<file path="src/sv/spq_pkg.sv">
// ----------------------------------------------------------------------------
// spq_pkg
// shared types and constants for the stable priority queue
// ----------------------------------------------------------------------------
package spq_pkg;

   localparam int QUEUE_DEPTH = 16;
   localparam int COUNT_W     = $clog2(QUEUE_DEPTH + 1);
   localparam int ID_W        = 8;
   localparam int PRIO_W      = 8;
   localparam int OCC_W       = 5;

   localparam logic CMD_ENQ = 1'b0;
   localparam logic CMD_DEQ = 1'b1;

   typedef enum logic [1:0] {
      ST_OK    = 2'd0,
      ST_EMPTY = 2'd1,
      ST_FULL  = 2'd2
   } status_type;

   // one stored entry
   typedef struct packed {
      logic [ID_W-1:0]   id;
      logic [PRIO_W-1:0] prio;
   } entry_type;

   // broadcast to every cell in the row
   typedef struct packed {
      logic      enq;
      logic      deq;
      entry_type item;
   } cell_ctrl_type;

endpackage

</file>
<file path="src/sv/stable_priority_queue.sv">
// ----------------------------------------------------------------------------
// stable_priority_queue
// bounded stable priority queue built as a row of shifting cells
// ----------------------------------------------------------------------------
// One beat in, one beat out. An enqueue places the item behind every held
// entry with a lower or equal priority value, so low values leave first and
// equal values leave in arrival order; a dequeue returns the head id. Every
// cell compares its priority with the new one in parallel and then keeps its
// entry, takes the new one or takes a neighbor's, so one operation completes
// per clock cycle and its result beat appears in the cycle after acceptance.
// The single output register sets the rate: a new request beat is taken in
// any cycle in which the pending result is taken or there is none. A full
// queue refuses enqueues with a full status, an empty one answers dequeues
// with an empty status; both leave the contents unchanged. Occupancy in the
// result is the entry count after the operation.
// ----------------------------------------------------------------------------
module stable_priority_queue (
   input  logic                          clock,
   input  logic                          reset,
   input  logic                          req_valid,
   output logic                          req_stall,
   input  logic                          req_cmd,
   input  logic [spq_pkg::ID_W-1:0]      req_item_id,
   input  logic [spq_pkg::PRIO_W-1:0]    req_prio,
   output logic                          rsp_valid,
   input  logic                          rsp_stall,
   output logic [1:0]                    rsp_status,
   output logic [spq_pkg::ID_W-1:0]      rsp_item_out,
   output logic [spq_pkg::OCC_W-1:0]     rsp_occupancy
);

   localparam int D = spq_pkg::QUEUE_DEPTH;

   logic                           req_accept;
   logic                           full;
   logic                           empty;
   logic [spq_pkg::COUNT_W-1:0]    count_ff;
   logic [spq_pkg::COUNT_W-1:0]    count_in;
   spq_pkg::cell_ctrl_type         ctrl;

   // result register
   logic                           rsp_valid_ff;
   logic                           rsp_valid_in;
   spq_pkg::status_type            status_ff;
   spq_pkg::status_type            status_in;
   logic [spq_pkg::ID_W-1:0]       item_ff;
   logic [spq_pkg::ID_W-1:0]       item_in;
   logic [spq_pkg::OCC_W-1:0]      occ_ff;
   logic [spq_pkg::OCC_W-1:0]      occ_in;

   // cell row wiring
   spq_pkg::entry_type             cell_entry [D];
   logic                           cell_le    [D];
   logic                           cell_valid [D];

   // hold input only while an unread result blocks the output register
   assign req_stall  = rsp_valid_ff && rsp_stall;
   assign req_accept = req_valid && !req_stall;

   assign full  = (count_ff == spq_pkg::COUNT_W'(D));
   assign empty = (count_ff == '0);

   assign ctrl.enq       = req_accept && (req_cmd == spq_pkg::CMD_ENQ) && !full;
   assign ctrl.deq       = req_accept && (req_cmd == spq_pkg::CMD_DEQ) && !empty;
   assign ctrl.item.id   = req_item_id;
   assign ctrl.item.prio = req_prio;

   genvar g;
   generate
      for (g = 0; g < D; g++) begin : g_cell
         // slots below the count hold entries, in service order
         assign cell_valid[g] = (count_ff > spq_pkg::COUNT_W'(g));

         if (g == 0) begin : g_head
            // head slot: nothing ahead, new entry goes here if it is first
            spq_cell u_cell (
               .clock       (clock),
               .ctrl        (ctrl),
               .valid       (cell_valid[g]),
               .le_left     (1'b1),
               .left_entry  (ctrl.item),
               .right_entry (cell_entry[g+1]),
               .le_out      (cell_le[g]),
               .entry       (cell_entry[g])
            );
         end else if (g == D - 1) begin : g_tail
            // tail slot: a dequeue leaves it empty, contents don't matter
            spq_cell u_cell (
               .clock       (clock),
               .ctrl        (ctrl),
               .valid       (cell_valid[g]),
               .le_left     (cell_le[g-1]),
               .left_entry  (cell_entry[g-1]),
               .right_entry ('0),
               .le_out      (cell_le[g]),
               .entry       (cell_entry[g])
            );
         end else begin : g_mid
            spq_cell u_cell (
               .clock       (clock),
               .ctrl        (ctrl),
               .valid       (cell_valid[g]),
               .le_left     (cell_le[g-1]),
               .left_entry  (cell_entry[g-1]),
               .right_entry (cell_entry[g+1]),
               .le_out      (cell_le[g]),
               .entry       (cell_entry[g])
            );
         end
      end
   endgenerate

   // entry count and the result beat
   always_comb begin
      count_in  = count_ff;
      status_in = status_ff;
      item_in   = item_ff;
      occ_in    = occ_ff;
      if (ctrl.enq) begin
         count_in = count_ff + spq_pkg::COUNT_W'(1);
      end else if (ctrl.deq) begin
         count_in = count_ff - spq_pkg::COUNT_W'(1);
      end
      if (req_accept) begin
         item_in   = '0;
         status_in = spq_pkg::ST_OK;
         if (req_cmd == spq_pkg::CMD_ENQ) begin
            if (full) begin
               status_in = spq_pkg::ST_FULL;
            end
         end else begin
            if (empty) begin
               status_in = spq_pkg::ST_EMPTY;
            end else begin
               item_in = cell_entry[0].id;
            end
         end
         occ_in = spq_pkg::OCC_W'(count_in);
      end
   end

   always_comb begin
      rsp_valid_in = rsp_valid_ff;
      if (req_accept) begin
         rsp_valid_in = 1'b1;
      end else if (!rsp_stall) begin
         rsp_valid_in = 1'b0;
      end
   end

   always_ff @(posedge clock) begin
      if (reset) begin
         count_ff     <= '0;
         rsp_valid_ff <= 1'b0;
      end else begin
         count_ff     <= count_in;
         rsp_valid_ff <= rsp_valid_in;
      end
   end

   always_ff @(posedge clock) begin
      status_ff <= status_in;
      item_ff   <= item_in;
      occ_ff    <= occ_in;
   end

   assign rsp_valid     = rsp_valid_ff;
   assign rsp_status    = status_ff;
   assign rsp_item_out  = item_ff;
   assign rsp_occupancy = occ_ff;

endmodule

</file>
<file path="src/sv/spq_cell.sv">
// ----------------------------------------------------------------------------
// spq_cell
// one slot of the sorted row: keeps, shifts or takes the new entry
// ----------------------------------------------------------------------------
module spq_cell (
   input  logic                  clock,
   input  spq_pkg::cell_ctrl_type ctrl,
   input  logic                  valid,
   input  logic                  le_left,
   input  spq_pkg::entry_type    left_entry,
   input  spq_pkg::entry_type    right_entry,
   output logic                  le_out,
   output spq_pkg::entry_type    entry
);

   spq_pkg::entry_type entry_ff;
   spq_pkg::entry_type entry_in;

   // slot holds an entry that stays ahead of the new one
   assign le_out = valid && (entry_ff.prio <= ctrl.item.prio);
   assign entry  = entry_ff;

   always_comb begin
      entry_in = entry_ff;
      if (ctrl.enq) begin
         if (!le_out) begin
            if (le_left) begin
               entry_in = ctrl.item;
            end else begin
               entry_in = left_entry;
            end
         end
      end else if (ctrl.deq) begin
         entry_in = right_entry;
      end
   end

   always_ff @(posedge clock) begin
      entry_ff <= entry_in;
   end

endmodule
</file>
<file path="config.mk">
export PLATFORM = sky130hd
export DESIGN_NAME = stable_priority_queue
export DESIGN_NICKNAME = d
export VERILOG_FILES = /design/src/sv/spq_pkg.sv /design/src/sv/stable_priority_queue.sv /design/src/sv/spq_cell.sv
export SDC_FILE = /design/constraint.sdc
export NUM_CORES = 1
export LEC_CHECK = 0
export ABC_AREA = 0
export BUFFER_PORTS_ARGS = -buffer_cell sky130_fd_sc_hd__buf_2
export CAP_MARGIN = 40
export CORE_MARGIN = 2
export CORE_UTILIZATION = 58
export DETAILED_ROUTE_END_ITERATION = 12
export PLACE_DENSITY = 0.75
export SLEW_MARGIN = 30
export SYNTH_ARGS = -nofsm -noshare
export SYNTH_HDL_FRONTEND = slang
export SYNTH_HIERARCHICAL = 1
export SYNTH_SLANG_ARGS = --single-unit
</file>
<file path="constraint.sdc">
create_clock -name clock -period 3.7 [get_ports clock]
set_input_delay 1.11 -clock clock [delete_from_list [all_inputs] [get_ports clock]]
set_output_delay 1.11 -clock clock [all_outputs]
set_load 0.03 [all_outputs]
</file>
# == After elaboration in Yosys (flattened, before gate mapping) ==
# Index checks and enable logic that the tools add are counted.
# word_totals
register_bits,277
input_bits,21
elab_cells,204
output_inout_bits,17
# classes
magnitude_cmp,32
n_eq_ne,18
bitwise,1
n_addsub,2
n_mux,70
n_reduce_logical,44
# ops
cell,n
16-bit 2-to-1 mux,63
8-bit <= comparator,16
"5-bit by 4-bit greater-than comparator with 1-bit output, second input constant",8
"2-bit != test, second input constant",16
2-bit AND reduction,16
1-bit logical AND,22
"5-bit by 3-bit greater-than comparator with 1-bit output, second input constant",4
"5-bit by 1-bit greater-than comparator with 1-bit output, second input constant",2
"5-bit by 2-bit greater-than comparator with 1-bit output, second input constant",2
5-bit 2-to-1 mux,2
"5-bit by 1-bit adder with 5-bit output, second input constant",1
"5-bit == test, second input constant",1
5-bit zero test,1
"5-bit by 1-bit subtractor with 5-bit output, second input constant",1
2-bit 2-to-1 mux,2
1-bit zero test,3
1-bit 2-to-1 mux,3
"2-bit by 1-bit != test with 1-bit output, second input constant",1
2-bit nonzero test,1
2-bit OR reduction,1
1-bit inverter,1

# == Depth between registers and ports, before layout ==
# logic_depth
word_depth,7
ltp_mapped,12
ltp_nobuf,9

# == By module ==
# Netlist, hierarchy kept.
# by_module_without_submodules
module,cells_each,instances,area_each_um2,seq_area_each_um2
spq_cell,103,16,1057.3,480.5
stable_priority_queue,128,1,1232.4,570.5

# == Least setup slack after synthesis ==
# OpenSTA, ideal clock, no wires.
# synth_path
path_type,input-to-reg
start,input port req_valid
end,"register g_cell[0].g_head.u_cell.entry_ff, in the netlist g_cell[0].g_head.u_cell/entry[0] (enable)"
setup_time_ns,0.373
slack_ns,0.293
required_ns,3.327
cell_stages,6
arrival_time_ns,3.034
n_path_buf,1
cell_sequence,a21bo_2 -> nor3_1 -> buf_2 -> nor2_1 -> a31oi_1 -> o21a_1
# synth_rtl
item,line,text
from (decl),stable_priority_queue.sv:20,"input logic req_valid,"
to (signal assigned),spq_cell.sv:39,entry_ff <= entry_in;
to (decl),spq_cell.sv:16,spq_pkg::entry_type entry_ff;

==> results.yml <==
route:
  viasPerCell: 6.12
  antenna_left: 0
  drt_first_pass_iters: 7
  drc: 0
  drtIter0Drc: 1056
  routed_wl_um: 44600
  wire_per_inst_um: 20.0
  vias: 13700
worst_setup_path:
  path_cells: "inv_1 > ha_1 > and4bb_1 > nor3_2 > buf_12 > buf_4 > o2111ai_1 > o21a_1"
  worst-path-buf-inv: 3
  start_kind: "flip-flop"
  cp.required_ns: 3.89
  worstPathArrival_ns: 3.39
  rrSetupSlack_ns: 0.50
  reg2regPathDepth: 8
  r2r-end: "g_cell[11].g_mid.u_cell/entry[1]"
  rr_startpoint: "count_ff[0]"
  cp_max_fo: 47
  critPathKind: "reg2reg"
  setup.worst_path.end_class: "flip-flop"
  cp_top_family: "buffers and inverters"
  crit_slowest_cell: "dfxtp_1"
  slowest_delay_ns: 0.57
sta:
  max_clock_freq_mhz: 313
  fin_setup_tns_ns: 0
  rsz0062_at_grt: "false"
  maxSlewHeadroom_pct: 45.2
  finalMaxSlewViolations: 0
  worstMarginPinSlew_ns: 0.822
  hold_viol: 0
  finClkSkew_ns: 0.0141
  hold_ws_ns: 0.569
  setup_violations: 0
  period_minus_slack_ns: 3.20
  fin_crit_sh_pct: 86.5
global_routing:
  overflow: 0
  grt_pass1_wl_um: 71500
  grt_max_degree: 121
  grt_usage_pct: 27.0
  grt_pass1_vias: 13800
  antenna_found_initial: 0
clocking:
  clk_pin_slew_ns: 0.06
  h-tree-depth: 1
  clock_sinks: 277
  ctsResizeCount: 0
  cts_tree: "built"
  cts_hold_buf: 0
  cts_buffer_depth: 3
  cts_inserted_buffers: 30
  cts-root-buf: "clkbuf_16"
  cts_setup_buffers: 0
  clock_latency_ns: 0.56
floorplan:
  ios: 38
  die_y_um: 181
  die_area_um2: 32700
  core_area_um2: 30700
  dieWidth_um: 181
  start_util_pct: 59.1
  std_cell_rows: 64
logic_synthesis:
  postSynthCellCount: 1773
  netlist_area_um2: 18100
  syn_avg_cell_area_um2: 10.2
  yosysWarnings: 6
outcome:
  run_status: "finished clean"
placement:
  gp_congestion: 0.883
  dp_cells: 2177
  portBuffers: 37
  hpwl_um: 31300
hold_path:
  holdPathEnd: "g_cell[14].g_mid.u_cell/entry[13]"
  holdCritPathClass: "reg2reg"
  hold_depth: 2
  hp-start: "g_cell[15].g_tail.u_cell/entry[13]"
layout:
  drive_gt1_share_pct: 8.82
  fin_nets: 1969
  final_cells: 2232
  area_growth_pct: 8.45
  fill_cells: 2448
  diodes: 0
  final_cell_mix: "a21oi_1, nor2_1, edfxtp_1"
  finalCoreUtilization_pct: 64.1
  final_common_cell: "a21oi_1"
power_and_ir_drop:
  leakage_nw: 7.68
  vdd_ir_drop_max_mv: 0.373
  p_per_area_nw_per_um2: 557
flow_run:
  drv_cap: 0
[final cells by class]
class	count	area, um^2	area share [%]
multi-input cells	1270	8630	43.9
flip-flops and latches	277	8260	42.0
repair buffers	98	860	4.37
clock buffers	35	791	4.02
inverters	137	514	2.62
well taps	396	495	2.52
clock inverters	19	118	0.598
[worst max path at each step]
stage	from	endpoint	slack (ns)	cells after the start
finish	count_ff[0]	g_cell[11].g_mid.u_cell/entry[1]	0.50	8
global route	count_ff[0]	g_cell[11].g_mid.u_cell/entry[9]	0.31	8
CTS	count_ff[0]	g_cell[11].g_mid.u_cell/entry[9]	0.53	8
detailed placement	req_prio[1]	g_cell[4].g_mid.u_cell/entry[9]	0.26	11
global placement	req_prio[1]	g_cell[4].g_mid.u_cell/entry[8]	0.29	11
floorplan	req_valid	g_cell[15].g_tail.u_cell/entry[0]	0.29	6
[report_power, final]
group          internal (mW)  leakage (nW)  total [mW]  switching, mW
clock                   1.58         0.449        2.82           1.24
combinational           1.34          4.64        3.40           2.06
sequential              4.28          2.59        4.73          0.448
total                   7.21          7.68        11.0           3.74
[flip-flops by register name, indices dropped and copies added (netlist names)]
name / count
count_ff: 5
rsp_item_out: 8
rsp_status: 2
g_cell.g_tail.u_cell/entry: 16
rsp_valid: 1
g_cell.g_head.u_cell/entry: 16
g_cell.g_mid.u_cell/entry: 224
rsp_occupancy: 5
[through the flow]
step | setup WS, ns | total power, mW | instance area, um^2
after floorplan | 0.293 | 7.24 | 18200
after global placement | 0.291 | 7.99 | 18700
after detailed placement | 0.257 | 8.13 | 18700
after CTS | 0.527 | 11.0 | 19700
after global routing | 0.314 | 11.5 | 19700
final | 0.501 | 11.0 | 19700
[layer usage]
layer | vias up | part of all wire (%) | GRT usage [%]
li1 | 6529 | - | -
met5 | - | 0 | 0
met1 | 6569 | 40 | 34.1
met4 | 0 | 2.9 | 8.65
met2 | 458 | 51 | 48.1
met3 | 98 | 6.0 | 3.33
[worst min-delay path, stage by stage, from the launching register on]
cell      delay, ns
edfxtp_1       0.32
nor2_1         0.04
a21oi_1        0.10
Note: power is estimated with default switching activity, not from simulation.
